===== config.mk =====
export PLATFORM = sky130hd
export DESIGN_NAME = cubic_bisection_root_finder
export DESIGN_NICKNAME = d
export VERILOG_FILES = /design/src/hdl/cbrf_pkg.sv /design/src/hdl/cubic_bisection_root_finder.sv /design/src/hdl/cbrf_eval.sv
export SDC_FILE = /design/constraint.sdc
export NUM_CORES = 2
export LEC_CHECK = 0
export BUFFER_PORTS_ARGS = -buffer_cell sky130_fd_sc_hd__buf_2
export CORE_ASPECT_RATIO = 0.6
export CORE_MARGIN = 1
export CORE_UTILIZATION = 40
export CTS_CLUSTER_DIAMETER = 150
export CTS_CLUSTER_SIZE = 12
export DETAILED_ROUTE_END_ITERATION = 16
export GPL_ROUTABILITY_DRIVEN = 0
export SETUP_SLACK_MARGIN = 0.2
export SLEW_MARGIN = 5
export SYNTH_ARGS = -nofsm -noshare
export SYNTH_HDL_FRONTEND = slang
export SYNTH_SLANG_ARGS = --single-unit

===== constraint.sdc =====
create_clock -name clock -period 12 [get_ports clock]
set_input_delay 1.2 -clock clock [delete_from_list [all_inputs] [get_ports clock]]
set_output_delay 1.2 -clock clock [all_outputs]
set_load 0.01 [all_outputs]

===== src/hdl/cbrf_pkg.sv =====
`timescale 1ns / 1ps

package cbrf_pkg;

   localparam int FRAC_BITS   = 16;
   localparam int VALUE_WIDTH = 24;
   localparam int TOL_W       = 23;
   localparam int TOL_RESET   = 66;
   localparam int STATUS_W    = 2;

   // Signed width of every intermediate of the cubic; holds +/- 2^60 and one more add.
   localparam int ACC_W = 62;

   // Magnitude widths of the multiplier's first operand in the two product steps.
   localparam int A1_W   = ((VALUE_WIDTH > FRAC_BITS + 3) ? VALUE_WIDTH : FRAC_BITS + 3) + 1;
   localparam int A2_RAW = A1_W + VALUE_WIDTH - 1 - FRAC_BITS;
   localparam int A2_W   = ((A2_RAW > FRAC_BITS + 4) ? A2_RAW : FRAC_BITS + 4) + 1;
   localparam int MA_RAW = (A1_W > A2_W) ? A1_W : A2_W;
   localparam int MA_W   = (MA_RAW > ACC_W - 1) ? ACC_W - 1 : MA_RAW;
   localparam int PR_W   = MA_W + VALUE_WIDTH;
   localparam int CMP_W  = (PR_W > ACC_W) ? PR_W : ACC_W;

   // Width for interval differences and midpoint sums.
   localparam int DIFF_W = (VALUE_WIDTH + 2 > TOL_W + 2) ? VALUE_WIDTH + 2 : TOL_W + 2;

   typedef logic signed [VALUE_WIDTH-1:0] value_type;
   typedef logic signed [ACC_W-1:0]       acc_type;
   typedef logic [TOL_W-1:0]              tol_type;

   localparam acc_type SAT_LIM = acc_type'(1) << 60;
   localparam acc_type SIX     = acc_type'(6) << FRAC_BITS;
   localparam acc_type ELEVEN  = acc_type'(11) << FRAC_BITS;

   typedef enum logic [STATUS_W-1:0] {
      STATUS_OK        = 2'd0,
      STATUS_CONVERGED = 2'd1,
      STATUS_SAME_SIGN = 2'd2
   } status_type;

   typedef enum logic [2:0] {
      ST_IDLE,
      ST_EVAL_A,
      ST_EVAL_B,
      ST_LOOP,
      ST_EVAL_C,
      ST_FINISH
   } ctrl_state_type;

   typedef enum logic [2:0] {
      EV_IDLE,
      EV_MUL1,
      EV_ADD,
      EV_MUL2,
      EV_SUB,
      EV_DONE
   } eval_state_type;

   typedef struct packed {
      logic      start;
      value_type x;
   } eval_req_type;

   typedef struct packed {
      logic    done;
      acc_type value;
   } eval_rsp_type;

   function automatic acc_type clamp_sat(acc_type v);
      if (v > SAT_LIM) begin
         return SAT_LIM;
      end else if (v < -SAT_LIM) begin
         return -SAT_LIM;
      end
      return v;
   endfunction

   // A product above the limit saturates before the fraction bits are dropped.
   function automatic acc_type scale_product(logic [PR_W-1:0] prod, logic neg);
      logic [CMP_W-1:0] wide;
      logic [CMP_W-1:0] shifted;
      acc_type          mag;
      wide    = CMP_W'(prod);
      shifted = wide >> FRAC_BITS;
      if (wide > CMP_W'(SAT_LIM)) begin
         mag = SAT_LIM;
      end else begin
         mag = acc_type'(shifted[ACC_W-1:0]);
      end
      return neg ? -mag : mag;
   endfunction

endpackage


===== src/hdl/cubic_bisection_root_finder.sv =====
`timescale 1ns / 1ps

// Channel   Ports                                   Direction  Moves
// req       req_valid req_stall req_left_end ...    in         one interval item
// rsp       rsp_valid rsp_stall rsp_root_value ...  out        one result item
// csr       csr_write_enable csr_write_data         in         tolerance register
//
// Each cubic evaluation runs on the one shared multiplier.
// The number of halvings is at most about VALUE_WIDTH and falls as the tolerance grows.
// The block takes one item at a time; req_stall is high until its result is stored.
// Reset clears the sequencers and the output valid and sets the tolerance to 66.
// A new item is accepted while an earlier result still waits on rsp_stall.

module cubic_bisection_root_finder (
   input  logic                                clock,
   input  logic                                reset,
   input  logic                                req_valid,
   output logic                                req_stall,
   input  logic signed [cbrf_pkg::VALUE_WIDTH-1:0] req_left_end,
   input  logic signed [cbrf_pkg::VALUE_WIDTH-1:0] req_right_end,
   output logic                                rsp_valid,
   input  logic                                rsp_stall,
   output logic signed [cbrf_pkg::VALUE_WIDTH-1:0] rsp_root_value,
   output logic [cbrf_pkg::STATUS_W-1:0]       rsp_status,
   input  logic                                csr_write_enable,
   input  logic [cbrf_pkg::TOL_W-1:0]          csr_write_data
);

   cbrf_pkg::ctrl_state_type state_ff;
   cbrf_pkg::ctrl_state_type state_in;

   cbrf_pkg::tol_type    tol_ff;
   cbrf_pkg::value_type  a_ff;
   cbrf_pkg::value_type  b_ff;
   cbrf_pkg::value_type  c_ff;
   logic                 fa_neg_ff;
   logic                 fa_zero_ff;
   cbrf_pkg::value_type  res_root_ff;
   cbrf_pkg::status_type res_status_ff;
   logic                 rsp_valid_ff;
   cbrf_pkg::value_type  rsp_root_ff;
   cbrf_pkg::status_type rsp_status_ff;

   cbrf_pkg::eval_req_type eval_req;
   cbrf_pkg::eval_rsp_type eval_rsp;

   cbrf_pkg::tol_type                    tol_eff;
   logic signed [cbrf_pkg::DIFF_W-1:0]   diff;
   logic signed [cbrf_pkg::DIFF_W-1:0]   limit;
   logic signed [cbrf_pkg::DIFF_W-1:0]   mid_c;
   logic signed [cbrf_pkg::DIFF_W-1:0]   sum_ab;
   logic signed [cbrf_pkg::DIFF_W-1:0]   mid_final;
   logic                                 more_halving;
   cbrf_pkg::acc_type                    f_val;
   cbrf_pkg::acc_type                    f_mag;
   logic                                 f_neg;
   logic                                 f_zero;
   logic                                 fa_pos;
   logic                                 f_pos;
   logic                                 small_residual;
   logic                                 accept;
   logic                                 out_free;
   logic                                 load_out;

   cbrf_eval u_eval (
      .clock    (clock),
      .reset    (reset),
      .eval_req (eval_req),
      .eval_rsp (eval_rsp)
   );

   assign tol_eff      = (tol_ff == '0) ? cbrf_pkg::tol_type'(1) : tol_ff;
   assign diff         = cbrf_pkg::DIFF_W'(b_ff) - cbrf_pkg::DIFF_W'(a_ff);
   assign limit        = cbrf_pkg::DIFF_W'({tol_eff, 1'b0});
   assign more_halving = diff > limit;
   assign mid_c        = cbrf_pkg::DIFF_W'(a_ff) + (diff >>> 1);
   assign sum_ab       = cbrf_pkg::DIFF_W'(a_ff) + cbrf_pkg::DIFF_W'(b_ff);
   assign mid_final    = sum_ab >>> 1;

   assign f_val          = eval_rsp.value;
   assign f_neg          = f_val[cbrf_pkg::ACC_W-1];
   assign f_zero         = (f_val == '0);
   assign f_pos          = !f_neg && !f_zero;
   assign fa_pos         = !fa_neg_ff && !fa_zero_ff;
   assign f_mag          = f_neg ? -f_val : f_val;
   assign small_residual = f_mag < cbrf_pkg::acc_type'(tol_eff);

   assign accept   = req_valid && !req_stall;
   assign out_free = !rsp_valid_ff || !rsp_stall;
   assign load_out = (state_ff == cbrf_pkg::ST_FINISH) && out_free;

   always_comb begin
      state_in = state_ff;
      case (state_ff)
         cbrf_pkg::ST_IDLE: begin
            if (req_valid) begin
               state_in = cbrf_pkg::ST_EVAL_A;
            end
         end
         cbrf_pkg::ST_EVAL_A: begin
            if (eval_rsp.done) begin
               state_in = cbrf_pkg::ST_EVAL_B;
            end
         end
         cbrf_pkg::ST_EVAL_B: begin
            if (eval_rsp.done) begin
               if (fa_zero_ff || f_zero || (fa_pos == f_pos)) begin
                  state_in = cbrf_pkg::ST_FINISH;
               end else begin
                  state_in = cbrf_pkg::ST_LOOP;
               end
            end
         end
         cbrf_pkg::ST_LOOP: begin
            if (more_halving) begin
               state_in = cbrf_pkg::ST_EVAL_C;
            end else begin
               state_in = cbrf_pkg::ST_FINISH;
            end
         end
         cbrf_pkg::ST_EVAL_C: begin
            if (eval_rsp.done) begin
               if (small_residual) begin
                  state_in = cbrf_pkg::ST_FINISH;
               end else begin
                  state_in = cbrf_pkg::ST_LOOP;
               end
            end
         end
         cbrf_pkg::ST_FINISH: begin
            if (out_free) begin
               state_in = cbrf_pkg::ST_IDLE;
            end
         end
         default: state_in = cbrf_pkg::ST_IDLE;
      endcase
   end

   always_comb begin
      req_stall      = (state_ff != cbrf_pkg::ST_IDLE);
      eval_req.start = 1'b0;
      eval_req.x     = a_ff;
      case (state_ff)
         cbrf_pkg::ST_EVAL_A: begin
            eval_req.start = 1'b1;
            eval_req.x     = a_ff;
         end
         cbrf_pkg::ST_EVAL_B: begin
            eval_req.start = 1'b1;
            eval_req.x     = b_ff;
         end
         cbrf_pkg::ST_EVAL_C: begin
            eval_req.start = 1'b1;
            eval_req.x     = c_ff;
         end
         default: begin
         end
      endcase
      rsp_valid      = rsp_valid_ff;
      rsp_root_value = rsp_root_ff;
      rsp_status     = rsp_status_ff;
   end

   always_ff @(posedge clock) begin
      if (reset) begin
         state_ff     <= cbrf_pkg::ST_IDLE;
         tol_ff       <= cbrf_pkg::tol_type'(cbrf_pkg::TOL_RESET);
         rsp_valid_ff <= 1'b0;
      end else begin
         state_ff <= state_in;
         if (csr_write_enable) begin
            tol_ff <= csr_write_data;
         end
         if (load_out) begin
            rsp_valid_ff <= 1'b1;
         end else if (!rsp_stall) begin
            rsp_valid_ff <= 1'b0;
         end
      end
   end

   always_ff @(posedge clock) begin
      if (load_out) begin
         rsp_root_ff   <= res_root_ff;
         rsp_status_ff <= res_status_ff;
      end
      case (state_ff)
         cbrf_pkg::ST_IDLE: begin
            if (accept) begin
               a_ff <= req_left_end;
               b_ff <= req_right_end;
            end
         end
         cbrf_pkg::ST_EVAL_A: begin
            if (eval_rsp.done) begin
               fa_neg_ff  <= f_neg;
               fa_zero_ff <= f_zero;
            end
         end
         cbrf_pkg::ST_EVAL_B: begin
            if (eval_rsp.done) begin
               if (fa_zero_ff) begin
                  res_root_ff   <= a_ff;
                  res_status_ff <= cbrf_pkg::STATUS_OK;
               end else if (f_zero) begin
                  res_root_ff   <= b_ff;
                  res_status_ff <= cbrf_pkg::STATUS_OK;
               end else begin
                  res_root_ff   <= '0;
                  res_status_ff <= cbrf_pkg::STATUS_SAME_SIGN;
               end
            end
         end
         cbrf_pkg::ST_LOOP: begin
            if (more_halving) begin
               c_ff <= mid_c[cbrf_pkg::VALUE_WIDTH-1:0];
            end else begin
               res_root_ff   <= mid_final[cbrf_pkg::VALUE_WIDTH-1:0];
               res_status_ff <= cbrf_pkg::STATUS_CONVERGED;
            end
         end
         cbrf_pkg::ST_EVAL_C: begin
            if (eval_rsp.done) begin
               if (small_residual) begin
                  res_root_ff   <= c_ff;
                  res_status_ff <= cbrf_pkg::STATUS_OK;
               end else if (f_neg != fa_neg_ff) begin
                  b_ff <= c_ff;
               end else begin
                  a_ff      <= c_ff;
                  fa_neg_ff <= f_neg;
               end
            end
         end
         default: begin
         end
      endcase
   end

`ifndef SYNTH
   assert property (@(posedge clock) disable iff (reset)
      rsp_valid_ff |-> (rsp_status_ff != cbrf_pkg::STATUS_SAME_SIGN || rsp_root_ff == '0))
      else $error("Same-sign result carries a nonzero root.");

   assert property (@(posedge clock) disable iff (reset)
      (state_ff == cbrf_pkg::ST_IDLE && req_valid) |=> state_ff == cbrf_pkg::ST_EVAL_A)
      else $error("Accepted item did not start an endpoint evaluation.");

   assert property (@(posedge clock) disable iff (reset)
      $rose(rsp_valid_ff) |-> $past(state_ff) == cbrf_pkg::ST_FINISH)
      else $error("Result appeared without a finished item.");
`endif

endmodule


===== src/hdl/cbrf_eval.sv =====
`timescale 1ns / 1ps

module cbrf_eval (
   input  logic                  clock,
   input  logic                  reset,
   input  cbrf_pkg::eval_req_type eval_req,
   output cbrf_pkg::eval_rsp_type eval_rsp
);

   cbrf_pkg::eval_state_type state_ff;
   cbrf_pkg::eval_state_type state_in;

   cbrf_pkg::value_type           x_ff;
   cbrf_pkg::acc_type             t_ff;
   logic [cbrf_pkg::PR_W-1:0]     prod_ff;
   logic                          neg_ff;
   cbrf_pkg::acc_type             value_ff;

   logic [cbrf_pkg::VALUE_WIDTH-1:0] x_mag;
   cbrf_pkg::value_type              x_negated;
   cbrf_pkg::acc_type                t_negated;
   logic [cbrf_pkg::MA_W-1:0]        t_mag;
   logic [cbrf_pkg::PR_W-1:0]        mul_out;
   cbrf_pkg::acc_type                scaled;

   assign x_negated = -x_ff;
   assign x_mag     = x_ff[cbrf_pkg::VALUE_WIDTH-1] ? x_negated : x_ff;
   assign t_negated = -t_ff;
   assign t_mag     = t_ff[cbrf_pkg::ACC_W-1] ? t_negated[cbrf_pkg::MA_W-1:0]
                                               : t_ff[cbrf_pkg::MA_W-1:0];

   // The one multiplier, shared by both Horner product steps.
   assign mul_out = cbrf_pkg::PR_W'(t_mag) * cbrf_pkg::PR_W'(x_mag);
   assign scaled  = cbrf_pkg::scale_product(prod_ff, neg_ff);

   always_comb begin
      state_in = state_ff;
      case (state_ff)
         cbrf_pkg::EV_IDLE: begin
            if (eval_req.start) begin
               state_in = cbrf_pkg::EV_MUL1;
            end
         end
         cbrf_pkg::EV_MUL1: state_in = cbrf_pkg::EV_ADD;
         cbrf_pkg::EV_ADD:  state_in = cbrf_pkg::EV_MUL2;
         cbrf_pkg::EV_MUL2: state_in = cbrf_pkg::EV_SUB;
         cbrf_pkg::EV_SUB:  state_in = cbrf_pkg::EV_DONE;
         cbrf_pkg::EV_DONE: state_in = cbrf_pkg::EV_IDLE;
         default:           state_in = cbrf_pkg::EV_IDLE;
      endcase
   end

   always_comb begin
      eval_rsp.done  = (state_ff == cbrf_pkg::EV_DONE);
      eval_rsp.value = value_ff;
   end

   always_ff @(posedge clock) begin
      if (reset) begin
         state_ff <= cbrf_pkg::EV_IDLE;
      end else begin
         state_ff <= state_in;
      end
   end

   always_ff @(posedge clock) begin
      case (state_ff)
         cbrf_pkg::EV_IDLE: begin
            if (eval_req.start) begin
               x_ff <= eval_req.x;
               t_ff <= cbrf_pkg::clamp_sat(cbrf_pkg::acc_type'(eval_req.x) - cbrf_pkg::SIX);
            end
         end
         cbrf_pkg::EV_MUL1, cbrf_pkg::EV_MUL2: begin
            prod_ff <= mul_out;
            neg_ff  <= t_ff[cbrf_pkg::ACC_W-1] ^ x_ff[cbrf_pkg::VALUE_WIDTH-1];
         end
         cbrf_pkg::EV_ADD: begin
            t_ff <= cbrf_pkg::clamp_sat(scaled + cbrf_pkg::ELEVEN);
         end
         cbrf_pkg::EV_SUB: begin
            value_ff <= cbrf_pkg::clamp_sat(scaled - cbrf_pkg::SIX);
         end
         default: begin
         end
      endcase
   end

`ifndef SYNTH
   assert property (@(posedge clock) disable iff (reset)
      eval_rsp.done |=> !eval_rsp.done)
      else $error("Evaluation done held for more than one cycle.");

   assert property (@(posedge clock) disable iff (reset)
      (state_ff == cbrf_pkg::EV_IDLE && eval_req.start) |=> state_ff == cbrf_pkg::EV_MUL1)
      else $error("Evaluation start was not taken.");

   assert property (@(posedge clock) disable iff (reset)
      eval_rsp.done |-> (value_ff <= cbrf_pkg::SAT_LIM && value_ff >= -cbrf_pkg::SAT_LIM))
      else $error("Cubic value outside the saturation range.");
`endif

endmodule


# Word level (Yosys, flattened, before mapping)
# Cells that the tools add are included.
[word_totals]
regBits = 362
out_inout_bits = 28
wordCells = 165
inputBits = 76
[classes]
reduce_logical = 33
n_bitwise = 1
order_cmp = 8
n_eq_ne = 25
addsub = 10
mux = 69
n_mul = 1
[ops]
columns = ["operator", "n"]
rows = [
  ["62-bit 2-to-1 mux", 12],
  ["24-bit 2-to-1 mux", 15],
  ["62-bit > comparator, second input constant", 3],
  ["62-bit by 61-bit less-than comparator with 1-bit output, second input constant", 3],
  ["62-bit one-hot mux with 2 select lines", 1],
  ["24-bit one-hot mux with 2 select lines", 2],
  ["25-bit one-hot mux with 3 select lines", 1],
  ["24-bit one-hot mux with 3 select lines", 1],
  ["62-bit by 21-bit adder with 62-bit output, second input constant", 1],
  ["62-bit logical NOT", 1],
  ["62-bit by 24-bit less-than comparator with 1-bit output", 1],
  ["41-bit negation with 62-bit output", 1],
  ["62-bit negation", 1],
  ["62-bit by 20-bit subtractor with 62-bit output, second input constant", 1],
  ["33-bit by 24-bit multiplier with 57-bit output", 1],
  ["33-bit 2-to-1 mux", 1],
  ["33-bit negation", 1],
  ["24-bit by 24-bit adder with 25-bit output", 1],
  ["25-bit > comparator", 1],
  ["5-bit AND reduction", 5],
  ["24-bit by 20-bit subtractor with 25-bit output, second input constant", 1],
  ["24-bit by 24-bit subtractor with 25-bit output", 1],
  ["24-bit adder", 1],
  ["3-bit 2-to-1 mux", 8],
  ["25 further kinds", 82],
]

# Logic depth before layout (Yosys ltp)
[depth]
ltp_word = 11
mapped_depth = 35
depth_no_buf = 33

# Modules after synthesis
# From an unflattened synthesis, not the netlist that was laid out.
[unflattened]
cells_unflattened = 5212
area_unflattened_um2 = 46626.0
[by_module_without_submodules]
columns = ["module", "seq_area_each_um2", "area_each_um2", "cells_each", "instances"]
rows = [
  ["cbrf_eval", 4924.7, 33837.5, 3674, 1],
  ["cubic_bisection_root_finder", 4324.1, 12788.5, 1538, 1],
]

# Least setup slack after synthesis
# No wires, ideal clock.
[synth_timing]
path_type = "flip-flop to flip-flop"
from = "reg u_eval.t_ff[6]"
to = "reg u_eval.prod_ff[50] (netlist name) (data pin)"
stages_incl_launch_ff = 34
required_time_ns = 11.734
synth_period_minus_slack_ns = 9.618
setup_time_ns = 0.266
path_slack_ns = 2.382
n_path_buf = 1
arrival_ns = 9.352
cell_sequence = "edfxtp_1 or4_1 or3_1 or4_1 or4_1 or2_2 o41ai_2 nand2_1 xor2_1 clkbuf_1 nand2_1 fa_1 inv_1 fa_1 inv_1 fa_1 inv_1 fa_1 fa_1 fa_1 inv_1 fa_1 inv_1 ha_1 a21oi_1 o21ai_0 a21oi_1 o211ai_1 a21oi_1 o21a_1 o21ai_0 a2111oi_0 nor3_1 xor2_1"
[synth_between]
elab_chain_len = 3
[synth_rtl]
columns = ["item", "line", "rtl"]
rows = [
  ["start, declared", "cbrf_eval.sv:14", "cbrf_pkg::acc_type t_ff;"],
  ["start signal, assigned", "cbrf_eval.sv:71", "t_ff <= cbrf_pkg::clamp_sat(cbrf_pkg::acc_type'(eval_req.x) - cbrf_pkg::SIX);"],
  ["start signal, assigned", "cbrf_eval.sv:79", "t_ff <= cbrf_pkg::clamp_sat(scaled + cbrf_pkg::ELEVEN);"],
  ["33-bit negation", "cbrf_eval.sv:28", "assign t_negated = -t_ff;"],
  ["33-bit 2-to-1 mux (*)", "cbrf_eval.sv:29", "assign t_mag = t_ff[cbrf_pkg::ACC_W-1] ? t_negated[cbrf_pkg::MA_W-1:0]"],
  ["33-bit by 24-bit multiplier with 57-bit output (*)", "cbrf_eval.sv:33", "assign mul_out = cbrf_pkg::PR_W'(t_mag) * cbrf_pkg::PR_W'(x_mag);"],
  ["named net u_eval.mul_out, one bit", "cbrf_eval.sv:23", "logic [cbrf_pkg::PR_W-1:0] mul_out;"],
  ["end signal, assigned", "cbrf_eval.sv:75", "prod_ff <= mul_out;"],
  ["end, declared", "cbrf_eval.sv:15", "logic [cbrf_pkg::PR_W-1:0] prod_ff;"],
]
# Mark *: on every way through the listed nets, which the timed path passes. The rest lies on a longest branch.
# A chain may end at the register's enable or synchronous reset.

# Worst setup path in the final report
# Ends and elaborated chain as after synthesis.

==> summary.txt <==
Timing
  – RSZ-0062 raised after global routing: no
  – Sum Neg Setup Slack: 0 ns
  – Headroom to the max-slew limit: 0.126
  – Worst-margin pin slew: about 1.3 ns
  – Tmin final: 10.89 ns
  – Max Fclk: 91.8 MHz
  – Setup ws final: 1.11 ns
  – Max Slew Vio Count: 0
  – Final setup vio count: 0
  – Clk_skew: 0.0410 ns
  – Fin crit share: 0.907
  – Hold Fails Final Rpt: 0

Layout
  – Final nets: 6,181
  – Layout cell share with drive strength beyond 1: 0.0727
  – Post-layout util: 0.439
  – Area Overhead vs Synth: 8.38%
  – Finished Layout Cells: 6,648

Synthesis
  – Post-Syn Instances: 5,069
  – Yosys top cell area share: 0.300
  – Syn_area_per_cell: 8.99 µm²
  – Post-synth EDFFs: roughly 290
  – Synth cell types: 97
  – Synth Cell Area: ~46,000 µm²
  – Ys Warns: 0
  – Synth area leader: fa_1
  – Yosys reg bits: 318
  – Area contributors post-synth: fa_1 (30%), edfxtp_1 (19%), ha_1 (8.3%), inv_1 (7.0%), nand2_1 (6.0%)
  – Most frequent cell after synthesis: inv_1
  – Most instantiated cells after synthesis: inv_1 (846), nand2_1 (723), fa_1 (682)
  – Share of async-settable or async-resettable flops after synthesis: 0
  – Register area share after synthesis: 0.203
  – Top FF cell, synth: edfxtp_1
  – Synthesized Nets: 6,131

Detailed routing
  – TritonRoute pass-1 iters: 7
  – Via-per-instance ratio: 5.62
  – DR WL/cell: 23.3 µm
  – Routed wire length: 155,000 µm
  – Final ANT Viol Nets: 0
  – DR vias: roughly 37,000
  – Initial drt markers: 4,637
  – DRC: 0

Status
  – Status: complete, no violations

Critical path
  – CP endpoint kind: flip-flop
  – Worst path slowest cell: or4_1
  – R2R cell count: 32
  – Crit path launch type: flip-flop
  – Flop-to-flop setup slack: 1.11 ns
  – Crit path largest cell delay: roughly 0.6 ns
  – CP Data Arrival Time: 11.24 ns
  – R2R Path Start: u_eval.t_ff[6]$_DFFE_PP_
  – Critical setup path kind: reg2reg
  – Cell mode on critical path: fa_1
  – Critical path required time: ~12 ns
  – Crit path max fanout: 9
  – RR Endpoint: u_eval.prod_ff[50]$_DFFE_PP_

GRT
  – GR Util All Layers: 0.269
  – Grt ovf: 0
  – Vias in the first global route: 36,100
  – Largest net degree at the start of global routing: 63
  – Initial antenna violation count: 14
  – Global-route wire length before repair: 234,000 µm

Clocking
  – # clock sinks: 318
  – Clk buf depth: 3
  – TritonCTS buffer count: 30
  – Post-CTS setup buffer count: 0
  – Root Buffer: clkbuf_16
  – Clock-pin slew on the worst setup and hold paths: 0.07 ns
  – PostCTS Resize Cnt: 0
  – Post-CTS Hold Buffers: 0
  – H-Tree Level Count: 1
  – Worst-Skew Late Latency: 0.62 ns
  – CTS tree: yes

Floorplanning
  – Die H: around 260 µm
  – Die Area: roughly 120,000 µm²
  – Rows: 95
  – Initial core utilization: 0.405
  – Num ports: 104
  – Die Span X: 438 µm
  – Core footprint: 112,000 µm²

Worst hold path
  – Min-delay src: res_status_ff[1]$_DFFE_PP_
  – Hold Path Class: reg2reg
  – Min-Delay Path Depth: 0
  – Hold endpoint: rsp_status[1]$_DFFE_PP_

Place
  – Port Buf Inserts: 103
  – Hpwl dp: 126,000 µm
  – Placed Cells: ~6,600
  – Dpl ws: 1.28 ns

Job
  – Maxcap violations: 0
==> state kept, by name, summed over array words and instances, names as in the netlist <==
signal,flops
a_ff,24
b_ff,24
c_ff,24
fa_neg_ff,1
fa_zero_ff,1
res_root_ff,24
res_status_ff,2
rsp_root_value,24
rsp_status,2
rsp_valid,1
state_ff,3
tol_ff,23
u_eval.neg_ff,1
u_eval.prod_ff,41
u_eval.state_ff,3
u_eval.t_ff,34
u_eval.value_ff,62
u_eval.x_ff,24
==> cell type report <==
cell class | instances | area, µm²
Fill cell | 11000 | 63100
Multi-Input combinational cell | 3682 | 32700
Sequential cell | 318 | 9250
Inverter | 847 | 3180
Tap cell | 1503 | 1880
Timing Repair Buffer | 240 | 1540
Clock buffer | 53 | 837
Clock inverter | 2 | 25.0
Antenna cell | 3 | 7.51
==> worst max path at each step <==
stage | from | to | cells past startpoint
after global placement | u_eval.t_ff[6]$_DFFE_PP_ | u_eval.prod_ff[50]$_DFFE_PP_ | 32
after detailed placement | u_eval.t_ff[6]$_DFFE_PP_ | u_eval.prod_ff[50]$_DFFE_PP_ | 32
after global routing | u_eval.t_ff[6]$_DFFE_PP_ | u_eval.prod_ff[50]$_DFFE_PP_ | 33
after CTS | u_eval.t_ff[6]$_DFFE_PP_ | u_eval.prod_ff[50]$_DFFE_PP_ | 32
final | u_eval.t_ff[6]$_DFFE_PP_ | u_eval.prod_ff[50]$_DFFE_PP_ | 32
after floorplan | u_eval.t_ff[6]$_DFFE_PP_ | u_eval.prod_ff[50]$_DFFE_PP_ | 33
==> cells by family (layout without fill, tap and decap cells) <==
logic type	Yosys count	count (layout)	synth area share
simple gates	1774	1774	0.172
buf+inv	1069	1142	0.0891
fa+ha+maj	986	986	0.383
compound gates	584	584	0.0863
flops	318	318	0.203
xor+xnor	303	303	0.0586
mux	35	35	0.00799
other cells	0	3	0
==> worst max-delay path, delay by kind of cell (launching register included) <==
| kind | cells | cell delay, ns |
|---|---|---|
| xor gates and xnor gates | 2 | 0.66 |
| and+or+nand+nor | 7 | 2.59 |
| DFF | 1 | 0.51 |
| AOI/OAI and AO/OA | 9 | 2.32 |
| buffers and inverters | 6 | 0.72 |
| adders and majority gates | 8 | 3.80 |
==> routing by layer <==
metal,global-route usage,wire length [µm],vias to the layer above
met2,0.341,57000,2233
met1,0.424,70600,18500
met4,0.0323,2140,16
met3,0.112,24800,194
li1,-,-,16400
met5,0.00786,333,-
==> cell usage in the layout (no fill, tap or decap), types with 32 or more instances in the layout <==
cell,count
fa_1,682
nor4_1,51
ha_1,304
buf_2,103
xor2_1,97
nand3_1,63
mux2i_1,32
o31ai_1,35
xnor2_1,171
a21oi_1,140
inv_1,846
nor3_1,75
a21o_1,36
edfxtp_1,288
or3_1,34
nor2_1,578
or4_1,33
nand2_1,722
nand4_1,38
o21ai_0,125
buf_4,137
==> through the flow <==
stage	hold slack, ns	area (µm²)
floorplan	0.400	45600
global placement	0.403	48500
detailed placement	0.405	48500
CTS	0.409	49400
global route	0.420	49400
finish	0.408	49400
Power is not shown: default switching activity piles up to over one toggle a cycle in this logic, so the estimate is an artifact.
